## src/rtl/core/octant_masked_circle_rasterizer_unit_defines.svh

```systemverilog
// Assertion macros for the octant masked circle rasterizer.
// Included by files that check properties; needs clk_i and rst_ni in scope.
`ifndef OCTANT_MASKED_CIRCLE_RASTERIZER_UNIT_DEFINES_SVH
`define OCTANT_MASKED_CIRCLE_RASTERIZER_UNIT_DEFINES_SVH

// Same-cycle implication, sampled on clk_i, off during reset.
`define OMCR_ASSERT_IMP(lbl, ante, cons) \
  lbl: assert property (@(posedge clk_i) disable iff (!rst_ni) (ante) |-> (cons)) \
    else $error("omcr: same-cycle property violated");

// Next-cycle implication, sampled on clk_i, off during reset.
`define OMCR_ASSERT_NXT(lbl, ante, cons) \
  lbl: assert property (@(posedge clk_i) disable iff (!rst_ni) (ante) |=> (cons)) \
    else $error("omcr: next-cycle property violated");

`endif

```

## src/rtl/core/omcr_pkg.sv

```systemverilog
// Package for the octant masked circle rasterizer: field widths, codes,
// decision constants and the per-octant color and sign tables. No dependencies.
package omcr_pkg;

  localparam int unsigned COORD_BITS = 10;

  localparam int unsigned STEP_W   = 10;
  localparam int unsigned DEC_W    = 14;
  localparam int unsigned CENTER_W = 10;
  localparam int unsigned RADIUS_W = 9;
  localparam int unsigned MASK_W   = 8;
  localparam int unsigned PIX_W    = 12;
  localparam int unsigned OCT_W    = 3;
  localparam int unsigned COLOR_W  = 24;
  localparam int unsigned CFG_W    = 12;
  localparam int unsigned CFG_IDX_W = 1;

  localparam logic OP_START = 1'b0;
  localparam logic OP_STEP  = 1'b1;

  localparam logic [CFG_IDX_W-1:0] REG_IMAGE_WIDTH  = 1'b0;
  localparam logic [CFG_IDX_W-1:0] REG_IMAGE_HEIGHT = 1'b1;

  localparam logic [CFG_W-1:0] IMAGE_WIDTH_RST  = 12'd300;
  localparam logic [CFG_W-1:0] IMAGE_HEIGHT_RST = 12'd300;

  localparam logic [DEC_W-1:0] DEC_INIT    = 14'd3;
  localparam logic [DEC_W-1:0] DEC_ADD_POS = 14'd10;
  localparam logic [DEC_W-1:0] DEC_ADD_NEG = 14'd6;

  // Octants 4..7 use y for the column offset and x for the row offset.
  // Bit k set: octant k subtracts that offset from the center.
  localparam logic [MASK_W-1:0] OCT_NEG_X = 8'b0011_1010;
  localparam logic [MASK_W-1:0] OCT_NEG_Y = 8'b1010_0110;

  localparam logic [COLOR_W-1:0] OCT_COLOR [MASK_W] = '{
    24'hFF0000, 24'hFFFF00, 24'hFFFFFF, 24'hFF00FF,
    24'h00FFFF, 24'h00FF00, 24'h0000FF, 24'hFF64FF
  };

endpackage

```

## src/rtl/core/octant_masked_circle_rasterizer_unit.sv

```systemverilog
// Top level of the octant masked circle rasterizer.
// Depends on omcr_pkg and octant_masked_circle_rasterizer_unit_defines.svh.
//
// Midpoint circle generator with an octant enable mask. A start beat loads
// the center, radius and mask and gives no pixel. Each step beat on a live
// circle updates x, y and the decision value in the cycle it is accepted and
// parks one step (old x, new y, center, mask) in a result register; from
// there one pixel beat leaves per cycle while out_ready_i is high, lowest
// enabled octant first, with its color, an on-canvas flag, a last-of-step
// marker and the end-of-circle flag. A step therefore yields as many pixel
// beats as its mask has set bits (0 to 8); the next input beat is taken in
// the same cycle the final pixel of the current step is taken, so start
// beats, idle steps and empty-mask steps yield no pixel. Canvas size
// registers are read live; write them only while no pixels are pending.
`include "octant_masked_circle_rasterizer_unit_defines.svh"

module octant_masked_circle_rasterizer_unit
  import omcr_pkg::*;
#(
  parameter int unsigned CoordBits = COORD_BITS
) (
  input  logic                 clk_i,
  input  logic                 rst_ni,
  // configuration write channel
  input  logic                 cfg_valid_i,
  output logic                 cfg_ready_o,
  input  logic [CFG_IDX_W-1:0] cfg_index_i,
  input  logic [CFG_W-1:0]     cfg_data_i,
  // input item channel
  input  logic                 in_valid_i,
  output logic                 in_ready_o,
  input  logic                 opcode_i,
  input  logic [CENTER_W-1:0]  center_x_i,
  input  logic [CENTER_W-1:0]  center_y_i,
  input  logic [RADIUS_W-1:0]  radius_i,
  input  logic [MASK_W-1:0]    octant_mask_i,
  // pixel result channel
  output logic                 out_valid_o,
  input  logic                 out_ready_i,
  output logic signed [PIX_W-1:0] pixel_x_o,
  output logic signed [PIX_W-1:0] pixel_y_o,
  output logic [OCT_W-1:0]     octant_o,
  output logic [COLOR_W-1:0]   pixel_color_o,
  output logic                 on_image_o,
  output logic                 last_of_step_o,
  output logic                 circle_done_o
);

  // Pixel sums carry the wider of center and step plus sign and carry.
  localparam int unsigned SumBits = ((CoordBits > STEP_W) ? CoordBits : STEP_W) + 2;
  localparam int unsigned CmpBits = ((SumBits - 1) > CFG_W) ? (SumBits - 1) : CFG_W;

  // ---------------------------------------------------------------------------
  // Configuration registers
  // ---------------------------------------------------------------------------
  logic [CFG_W-1:0] img_w_q, img_h_q;

  assign cfg_ready_o = 1'b1;

  always_ff @(posedge clk_i or negedge rst_ni) begin
    if (!rst_ni) begin
      img_w_q <= IMAGE_WIDTH_RST;
      img_h_q <= IMAGE_HEIGHT_RST;
    end else if (cfg_valid_i && cfg_ready_o) begin
      unique case (cfg_index_i)
        REG_IMAGE_WIDTH:  img_w_q <= cfg_data_i;
        REG_IMAGE_HEIGHT: img_h_q <= cfg_data_i;
        default: ;
      endcase
    end
  end

  // ---------------------------------------------------------------------------
  // Circle state
  // ---------------------------------------------------------------------------
  logic signed [STEP_W-1:0] step_x_q, step_x_d, step_y_q, step_y_d;
  logic signed [DEC_W-1:0]  dec_q, dec_d;
  logic [CoordBits-1:0]     held_cx_q, held_cx_d, held_cy_q, held_cy_d;
  logic [MASK_W-1:0]        held_mask_q, held_mask_d;
  logic                     active_q, active_d;

  // Result register: one parked step, drained one octant per beat.
  logic signed [STEP_W-1:0] res_x_q, res_y_q;
  logic [CoordBits-1:0]     res_cx_q, res_cy_q;
  logic                     res_done_q;
  logic [MASK_W-1:0]        pend_q, pend_d;

  logic in_fire, out_fire, res_load;
  logic [MASK_W-1:0] sel;

  // Step arithmetic on the current state
  logic                     step_ok, dec_pos, done;
  logic signed [STEP_W-1:0] y_new, x_new;
  logic signed [DEC_W-1:0]  x_ext, y_ext, dec_step;

  assign step_ok = active_q && (step_x_q <= step_y_q);
  assign dec_pos = !dec_q[DEC_W-1];
  assign y_new   = dec_pos ? step_y_q - STEP_W'(1) : step_y_q;
  assign x_new   = step_x_q + STEP_W'(1);
  assign done    = x_new > y_new;
  assign x_ext   = DEC_W'(step_x_q);
  assign y_ext   = DEC_W'(y_new);

  always_comb begin
    if (dec_pos) begin
      dec_step = dec_q + ((x_ext - y_ext) <<< 2) + DEC_ADD_POS;
    end else begin
      dec_step = dec_q + (x_ext <<< 2) + DEC_ADD_NEG;
    end
  end

  // Take a new beat when nothing is parked or the last parked pixel leaves now.
  assign in_ready_o = (pend_q == '0) || (out_fire && ((pend_q & ~sel) == '0));
  assign in_fire    = in_valid_i && in_ready_o;
  assign res_load   = in_fire && (opcode_i == OP_STEP) && step_ok;

  always_comb begin
    step_x_d    = step_x_q;
    step_y_d    = step_y_q;
    dec_d       = dec_q;
    held_cx_d   = held_cx_q;
    held_cy_d   = held_cy_q;
    held_mask_d = held_mask_q;
    active_d    = active_q;
    if (in_fire) begin
      if (opcode_i == OP_START) begin
        held_cx_d   = CoordBits'(center_x_i);
        held_cy_d   = CoordBits'(center_y_i);
        held_mask_d = octant_mask_i;
        step_x_d    = '0;
        step_y_d    = STEP_W'(radius_i);
        dec_d       = DEC_INIT - (DEC_W'(radius_i) << 1);
        active_d    = 1'b1;
      end else if (step_ok) begin
        step_x_d = x_new;
        step_y_d = y_new;
        dec_d    = dec_step;
        active_d = !done;
      end else begin
        active_d = 1'b0;
      end
    end
  end

  always_ff @(posedge clk_i or negedge rst_ni) begin
    if (!rst_ni) begin
      step_x_q    <= '0;
      step_y_q    <= '0;
      dec_q       <= '0;
      held_cx_q   <= '0;
      held_cy_q   <= '0;
      held_mask_q <= '0;
      active_q    <= 1'b0;
      pend_q      <= '0;
    end else begin
      step_x_q    <= step_x_d;
      step_y_q    <= step_y_d;
      dec_q       <= dec_d;
      held_cx_q   <= held_cx_d;
      held_cy_q   <= held_cy_d;
      held_mask_q <= held_mask_d;
      active_q    <= active_d;
      pend_q      <= pend_d;
    end
  end

  // Payload of the parked step: plot with the old x and the updated y.
  always_ff @(posedge clk_i) begin
    if (res_load) begin
      res_x_q    <= step_x_q;
      res_y_q    <= y_new;
      res_cx_q   <= held_cx_q;
      res_cy_q   <= held_cy_q;
      res_done_q <= done;
    end
  end

  // Drop the octant just sent; a newly parked step overrides (only legal
  // once the previous step has fully drained).
  always_comb begin
    pend_d = pend_q;
    if (out_fire) begin
      pend_d = pend_q & ~sel;
    end
    if (res_load) begin
      pend_d = held_mask_q;
    end
  end

  // ---------------------------------------------------------------------------
  // Pixel output: lowest pending octant
  // ---------------------------------------------------------------------------
  logic [OCT_W-1:0]          oct;
  logic                      swap, neg_x, neg_y;
  logic signed [STEP_W-1:0]  off_a, off_b;
  logic signed [SumBits-1:0] cx_s, cy_s, a_s, b_s, px, py;

  assign sel = pend_q & (~pend_q + MASK_W'(1));

  always_comb begin
    oct = '0;
    for (int k = 0; k < MASK_W; k++) begin
      if (sel[k]) begin
        oct = oct | OCT_W'(k);
      end
    end
  end

  assign swap  = oct[OCT_W-1];
  assign neg_x = OCT_NEG_X[oct];
  assign neg_y = OCT_NEG_Y[oct];
  assign off_a = swap ? res_y_q : res_x_q;
  assign off_b = swap ? res_x_q : res_y_q;
  assign cx_s  = SumBits'(res_cx_q);
  assign cy_s  = SumBits'(res_cy_q);
  assign a_s   = SumBits'(off_a);
  assign b_s   = SumBits'(off_b);
  assign px    = neg_x ? cx_s - a_s : cx_s + a_s;
  assign py    = neg_y ? cy_s - b_s : cy_s + b_s;

  assign out_valid_o    = (pend_q != '0);
  assign out_fire       = out_valid_o && out_ready_i;
  assign pixel_x_o      = px[PIX_W-1:0];
  assign pixel_y_o      = py[PIX_W-1:0];
  assign octant_o       = oct;
  assign pixel_color_o  = OCT_COLOR[oct];
  assign on_image_o     = !px[SumBits-1] && !py[SumBits-1]
                       && (CmpBits'(px[SumBits-2:0]) < CmpBits'(img_w_q))
                       && (CmpBits'(py[SumBits-2:0]) < CmpBits'(img_h_q));
  assign last_of_step_o = ((pend_q & ~sel) == '0);
  assign circle_done_o  = res_done_q;

  // ---------------------------------------------------------------------------
  // Checks
  // ---------------------------------------------------------------------------
  // A beat is only taken over a parked step when its final pixel leaves.
  `OMCR_ASSERT_IMP(a_in_only_on_drain, in_fire && (pend_q != '0), out_fire && last_of_step_o)
  // Within a step the end-of-circle flag holds from pixel to pixel.
  `OMCR_ASSERT_NXT(a_done_steady, out_fire && !last_of_step_o, out_valid_o && (circle_done_o == $past(circle_done_o)))
  // Pixels of a closing step never coexist with a live circle.
  `OMCR_ASSERT_IMP(a_done_inactive, out_valid_o && circle_done_o, !active_q)

endmodule

```

## config.mk

```make
export PLATFORM = sky130hd
export DESIGN_NAME = octant_masked_circle_rasterizer_unit
export DESIGN_NICKNAME = d
export VERILOG_FILES = /design/src/rtl/core/omcr_pkg.sv /design/src/rtl/core/octant_masked_circle_rasterizer_unit.sv
export VERILOG_INCLUDE_DIRS = /design/src /design/src/rtl/core
export SDC_FILE = /design/constraint.sdc
export NUM_CORES = 1
export LEC_CHECK = 0
export BUFFER_PORTS_ARGS = -buffer_cell sky130_fd_sc_hd__buf_2
export CAP_MARGIN = 20
export CORE_ASPECT_RATIO = 2
export CORE_MARGIN = 2
export CORE_UTILIZATION = 61
export CTS_CLUSTER_DIAMETER = 40
export CTS_CLUSTER_SIZE = 28
export DETAILED_ROUTE_END_ITERATION = 8
export PLACE_DENSITY = 0.92
export SLEW_MARGIN = 20
export SYNTH_ARGS = -nofsm -noshare
export SYNTH_HDL_FRONTEND = slang
export SYNTH_SLANG_ARGS = --single-unit
```

## constraint.sdc

```tcl
create_clock -name clk_i -period 18.15 [get_ports clk_i]
set_input_delay 3.63 -clock clk_i [delete_from_list [all_inputs] [get_ports clk_i]]
set_output_delay 3.63 -clock clk_i [all_outputs]
set_load 0.02 [all_outputs]
```

**After elaboration in Yosys (flattened, before gate mapping)**

Memory sizes are Yosys's and may differ from the RTL's.
Cells that the tools add are included.

- Shift operators: 0
- Multiply operators: 0
- Reductions and logical operators: 21
- Add/sub/neg operators: 13
- Bitwise operators: 7
- Div/mod/pow operators: 0
- Magnitude comparators: 6
- Mux-type cells: 27
- Equal/unequal tests: 1

Operators by type and width:

| cell | count |
|---|---|
| two-way mux 10 bit | 7 |
| two-way mux 24 bit | 2 |
| two-way mux 14 bit | 3 |
| adder 14 bit | 2 |
| adder 11 x 10 -> 12 bit | 2 |
| < comparator 11 x 12 -> 1 bit | 2 |
| two-way mux 12 bit | 2 |
| subtractor 11 x 10 -> 12 bit | 2 |
| AND 8 bit | 2 |
| logical NOT 8 bit | 2 |
| two-way mux 8 bit | 2 |
| NOT 8 bit | 2 |
| adder 14 x 3 -> 14 bit, second input constant | 1 |
| adder 14 x 4 -> 14 bit, second input constant | 1 |
| two-way mux 3 bit | 4 |
| subtractor 10 x 10 -> 11 bit | 1 |
| subtractor 2 x 10 -> 11 bit, first input constant | 1 |
| adder 10 x 2 -> 10 bit, second input constant | 1 |
| greater-than comparator 10 bit | 1 |
| less-or-equal comparator 10 bit | 1 |
| subtractor 10 x 2 -> 10 bit, second input constant | 1 |
| logical AND 1 bit | 9 |
| adder 8 x 1 -> 8 bit, second input constant | 1 |
| AND reduction 2 bit | 4 |
| other kinds (11) | 19 |

- Word-level logic and storage cells: 93
- Bits in latches: 0
- RAM bits: 0
- Bits in read-only memories: 208
- Output and inout bits: 57
- Register bits after elaboration: 136
- Memories: 3

Memory list:

| memory | words | bits a word | read ports | clocked after Yosys merged registers in | write ports | RTL line | RTL |
|---|---|---|---|---|---|---|---|
| (no name shown) | 8 | 24 | 1 | 0 | 0 | octant_masked_circle_rasterizer_unit.sv:226 | `assign pixel_color_o = OCT_COLOR[oct];` |
| (no name shown) | 8 | 1 | 1 | 0 | 0 | octant_masked_circle_rasterizer_unit.sv:211 | `assign neg_y = OCT_NEG_Y[oct];` |
| (no name shown) | 8 | 1 | 1 | 0 | 0 | octant_masked_circle_rasterizer_unit.sv:210 | `assign neg_x = OCT_NEG_X[oct];` |

**Logic depth before layout (Yosys ltp)**

- Depth after elaboration: 17
- Depth in mapped cells: 27
- Depth with buffers taken out: 24

**Worst setup path before layout**

No wires, ideal clock.

- Path type: register -> output
- From: register pend_q[1]
- To: output on_image_o
- Path slack: 8.887 ns
- Stages on the path, launching flop included: 25
- Required time: 14.520 ns
- Path buffers: 5
- Data arrival time: 5.633 ns
- Path through: dfrtp_1 > buf_6 > or4_4 > buf_6 > nor2_4 > buf_6 > buf_2 > buf_2 > mux2i_1 > ha_1 > a21oi_1 > xor2_1 > ha_1 > a21boi_0 > a41o_1 > o41ai_1 > xnor2_1 > ha_1 > or4_1 > a21oi_1 > o21ai_0 > nor3b_1 > o21bai_1 > inv_1 > a2111oi_4

- Elaborated cells on any way between the ends: 29

RTL lines:

| element | RTL line | RTL |
|---|---|---|
| start, declared | octant_masked_circle_rasterizer_unit.sv:86 | `logic [MASK_W-1:0] pend_q, pend_d;` |
| start signal, assigned | octant_masked_circle_rasterizer_unit.sv:163 | `pend_q <= pend_d;` |
| NOT 8 bit | octant_masked_circle_rasterizer_unit.sv:198 | `assign sel = pend_q & (~pend_q + MASK_W'(1));` |
| adder 8 x 1 -> 8 bit | octant_masked_circle_rasterizer_unit.sv:198 |  |
| AND 8 bit * | octant_masked_circle_rasterizer_unit.sv:198 |  |
| two-way mux 1 bit | octant_masked_circle_rasterizer_unit.sv:203 | `if (sel[k]) begin` |
| two-way mux 2 bit (2 in a row) | octant_masked_circle_rasterizer_unit.sv:203 |  |
| two-way mux 3 bit (3 in a row) | octant_masked_circle_rasterizer_unit.sv:203 |  |
| two-way mux 3 bit * | octant_masked_circle_rasterizer_unit.sv:203 |  |
| memory read (8 x 1 bit) | n/a |  |
| two-way mux 1 bit (not written as such) | octant_masked_circle_rasterizer_unit.sv:210 |  |
| two-way mux 12 bit * | octant_masked_circle_rasterizer_unit.sv:218 | `assign px = neg_x ? cx_s - a_s : cx_s + a_s;` |
| via pixel_x_o[7] | octant_masked_circle_rasterizer_unit.sv:40 | `output logic signed [PIX_W-1:0] pixel_x_o,` |
| < comparator 11 x 12 -> 1 bit * | octant_masked_circle_rasterizer_unit.sv:228 | `&& (CmpBits'(px[SumBits-2:0]) < CmpBits'(img_w_q))` |
| logical AND 1 bit * | octant_masked_circle_rasterizer_unit.sv:228 |  |
| logical AND 1 bit * | octant_masked_circle_rasterizer_unit.sv:229 | `&& (CmpBits'(py[SumBits-2:0]) < CmpBits'(img_h_q));` |
| end, declared | octant_masked_circle_rasterizer_unit.sv:44 | `output logic on_image_o,` |

The timed path passes the listed nets; every way through them passes the cells marked *. The select of a mux whose other input is x is not followed.

**Final worst setup path**

- From: register pend_q[1]
- To: output on_image_o

- Word-level cells in the longest chain between the ends: 17
- Elaborated cells on any way between the ends: 29

Ends and longest elaborated chain:

| element | RTL line |
|---|---|
| NOT 8 bit | octant_masked_circle_rasterizer_unit.sv:198 |
| adder 8 x 1 -> 8 bit | octant_masked_circle_rasterizer_unit.sv:198 |
| AND 8 bit * | octant_masked_circle_rasterizer_unit.sv:198 |
| two-way mux 1 bit | octant_masked_circle_rasterizer_unit.sv:203 |
| two-way mux 2 bit (2 in a row) | octant_masked_circle_rasterizer_unit.sv:203 |
| two-way mux 3 bit (3 in a row) | octant_masked_circle_rasterizer_unit.sv:203 |
| two-way mux 3 bit * | octant_masked_circle_rasterizer_unit.sv:203 |
| branches (longest 6 deep; another with < comparator 11 x 12 -> 1 bit) | n/a |
| logical AND 1 bit * | octant_masked_circle_rasterizer_unit.sv:229 |

Every way passes the cells marked *. The select of a mux whose other input is x is not followed.

==> flow_summary.json <==
{
  "status": "completed",
  "syn_area_um2": 10400,
  "place_congestion": 0.932,
  "cp-end-kind": "output port",
  "final_common_cell": "ha_1",
  "hold_viol": 0,
  "dp_hpwl_um": 20600,
  "synth_ff_type": "dfrtp_1",
  "finalSetupViolCount": 0,
  "port_buffers": 111,
  "die_y_um": 188,
  "timing_worst_setup_path_type": "flip-flop to output port",
  "reg2reg_setup_slack_ps": 12810,
  "post-cts-setup-buffers": 0,
  "antenna_found_initial": 0,
  "max-clock-path-buffers": 2,
  "min_period_ps": 10230,
  "yosys_warnings": 0,
  "slowest_delay_ps": 620,
  "overflow": 0,
  "drtIter0Drc": 628,
  "crit_arrival_ps": 6600,
  "die_w_um": 96.2,
  "dieArea_um2": 18100,
  "fmax_ghz": 0.0978,
  "synth.top_cell.area_share_pct": 20.8,
  "synth_top_cell_by_area": "dfrtp_1",
  "synthArstFlopShare_pct": 69.6,
  "initial_core_util_pct": 62.1,
  "tns_ps": 0,
  "grt_max_degree": 65,
  "cts_resized": 0,
  "wl_um": 27700,
  "hp-class": "flip-flop to flip-flop",
  "rows": 67,
  "yosysSeqAreaShare_pct": 34.7,
  "synth_edf_count": 41,
  "fillers": 1199,
  "cp_data_required_time_ps": 14520,
  "syn2layout_area_growth_pct": 11.9,
  "drive_gt1_share_pct": 18.7,
  "final_cell_mix": "ha_1, buf_2, inv_1",
  "skew_ps": 10.4,
  "vias": 8721,
  "synth_area_per_cell_um2": 9.54,
  "wire_per_inst_um": 19.9,
  "worst_path_max_delay_cell": "or4_4",
  "clkTransAtPathRegs_ps": 60,
  "dr.pass1.iters": 7,
  "synthCells": 1087,
  "core_um2": 16700,
  "cts_buffers": 17,
  "path_cells": "or4_4 -> nor2_4 -> buf_4 -> mux2_2 -> inv_1 -> ha_1 -> nor2_1 -> xor2_1 -> ha_1 -> nor2b_1 -> o21ai_0 -> a21boi_0 -> o21ai_0 -> nand2b_1 -> a31oi_1 -> xnor2_1 -> ha_1 -> a2111oi_0 -> o21ai_0 -> a2111oi_4 -> buf_2",
  "final_nets": 1358,
  "start_kind": "flip-flop",
  "crit_fanout": 24,
  "multi_input_area_um2": 6120,
  "root_buffer": "clkbuf_16",
  "viasPerCell": 6.26,
  "synth_top_cells_by_area": "dfrtp_1, ha_1, edfxtp_1",
  "ctsHoldBuffers": 0,
  "post-route-period-util_pct": 56.3,
  "rsz0062_at_grt": "false",
  "worst_pin_slew_ps": 1100,
  "slew_headroom_pct": 26.1,
  "regArea_um2": 3590,
  "ant_nets": 0,
  "tritoncts": "yes",
  "finalMaxSlewViolations": 0,
  "grt_pass1_vias": 9081,
  "io_pins": 113,
  "cts_sinks": 135,
  "ys_types": 80,
  "drcViolationCount": 0,
  "synth_nets": 1271,
  "drv_cap": 0,
  "clk-insertion-delay-late_ps": 440,
  "grt_usage_pct": 31.7,
  "grt_pass1_wl_um": 43600,
  "n_antenna_cell": 0,
  "htreeDepth": 4,
  "synth_seq_cells": 135
}
## flip-flops by register name (all words and copies together), names as in the netlist
signal,flops
res_x_q,10
step_y_q,10
res_cy_q,10
circle_done_o,1
img_w_q,12
held_cy_q,10
active_q,1
held_mask_q,8
step_x_q,10
res_y_q,10
dec_q,13
img_h_q,12
pend_q,8
res_cx_q,10
held_cx_q,10
## final cells by class
class	instances	area share (%)
inverters	96	3.11
clock buffers	18	3.70
multi-input cells	805	52.8
repair buffers	119	5.33
clock inverters	14	1.89
well taps	207	2.23
flip-flops and latches	135	31.0
## metrics by stage
| step | util, % | instances | area [µm²] | hold WS, ps | setup slack [ps] |
|---|---|---|---|---|---|
| finish | 69.5 | 1394 | 11600 | 445 | 7920 |
| global route | 69.5 | 1394 | 11600 | 456 | 7570 |
| CTS | 69.5 | 1394 | 11600 | 446 | 8010 |
| detailed placement | 65.6 | 1362 | 10900 | 428 | 8500 |
| global placement | 65.6 | 1362 | 10900 | 426 | 8810 |
| floorplan | - | 1087 | 10400 | 418 | 8890 |
## worst max-delay path: cells and delay by family (launching register included)
| kind | cells | cell delay (ps) |
|---|---|---|
| mux | 1 | 390 |
| compound gates | 7 | 2180 |
| simple gates | 5 | 1370 |
| fa+ha+maj | 3 | 750 |
| flops | 1 | 470 |
| xor+xnor | 2 | 340 |
| buf+inv | 3 | 650 |
## cell usage after synthesis (6+ instances only)
| cell type | n |
|---|---|
| a21boi_0 | 6 |
| dfrtp_1 | 86 |
| dfstp_2 | 8 |
| nor2b_1 | 13 |
| clkbuf_1 | 15 |
| a22o_1 | 12 |
| a21oi_1 | 65 |
| nand3_1 | 21 |
| buf_2 | 9 |
| o22ai_1 | 7 |
| nor2_1 | 66 |
| edfxtp_1 | 41 |
| nand2_1 | 80 |
| o21a_1 | 12 |
| nor3_1 | 24 |
| nand2b_1 | 9 |
| mux2i_1 | 21 |
| or3_1 | 13 |
| inv_1 | 94 |
| xnor2_1 | 49 |
| o21ai_0 | 57 |
| buf_4 | 22 |
| o21bai_1 | 6 |
| a31oi_1 | 8 |
| xor2_1 | 29 |
| a21o_1 | 16 |
| o211ai_1 | 10 |
| a211oi_1 | 10 |
| mux2_2 | 39 |
| or2_2 | 8 |
| ha_1 | 123 |
| o21ai_1 | 13 |
| mux2_1 | 9 |
## routing by layer
metal  wire [µm]  vias to the layer above  track usage [%]
li1            -                     4032                -
met1        8770                     4163             28.7
met2       15000                      368             57.5
met3        1420                      158             6.52
met4        2550                        0             25.8
met5           0                        -                0
## logic make-up (layout without fill, tap and decap cells)
group	count (synthesis)	after routing	synth area share (%)
compound gates	254	254	15.9
xor+xnor	79	79	6.75
fa+ha+maj	130	130	16.0
buf+inv	147	247	6.45
flops	135	135	34.7
mux	70	70	7.38
other cells	1	1	0.0362
simple gates	271	271	12.8
## worst paths after layout
kind	to	startpoint	cells past startpoint
worst max-delay path	on_image_o	pend_q[1]	21
worst min-delay path	res_cx_q[6]	held_cx_q[6]	0
worst max register to register	dec_q[12]	dec_q[13]	19
worst min register to register	res_cx_q[6]	held_cx_q[6]	0
max in group asynchronous	held_cx_q[3]	rst_ni	2
min in group asynchronous	dec_q[2]	rst_ni	1
Power is not shown: default switching activity piles up to over one toggle a cycle in this logic, so the estimate is an artifact.
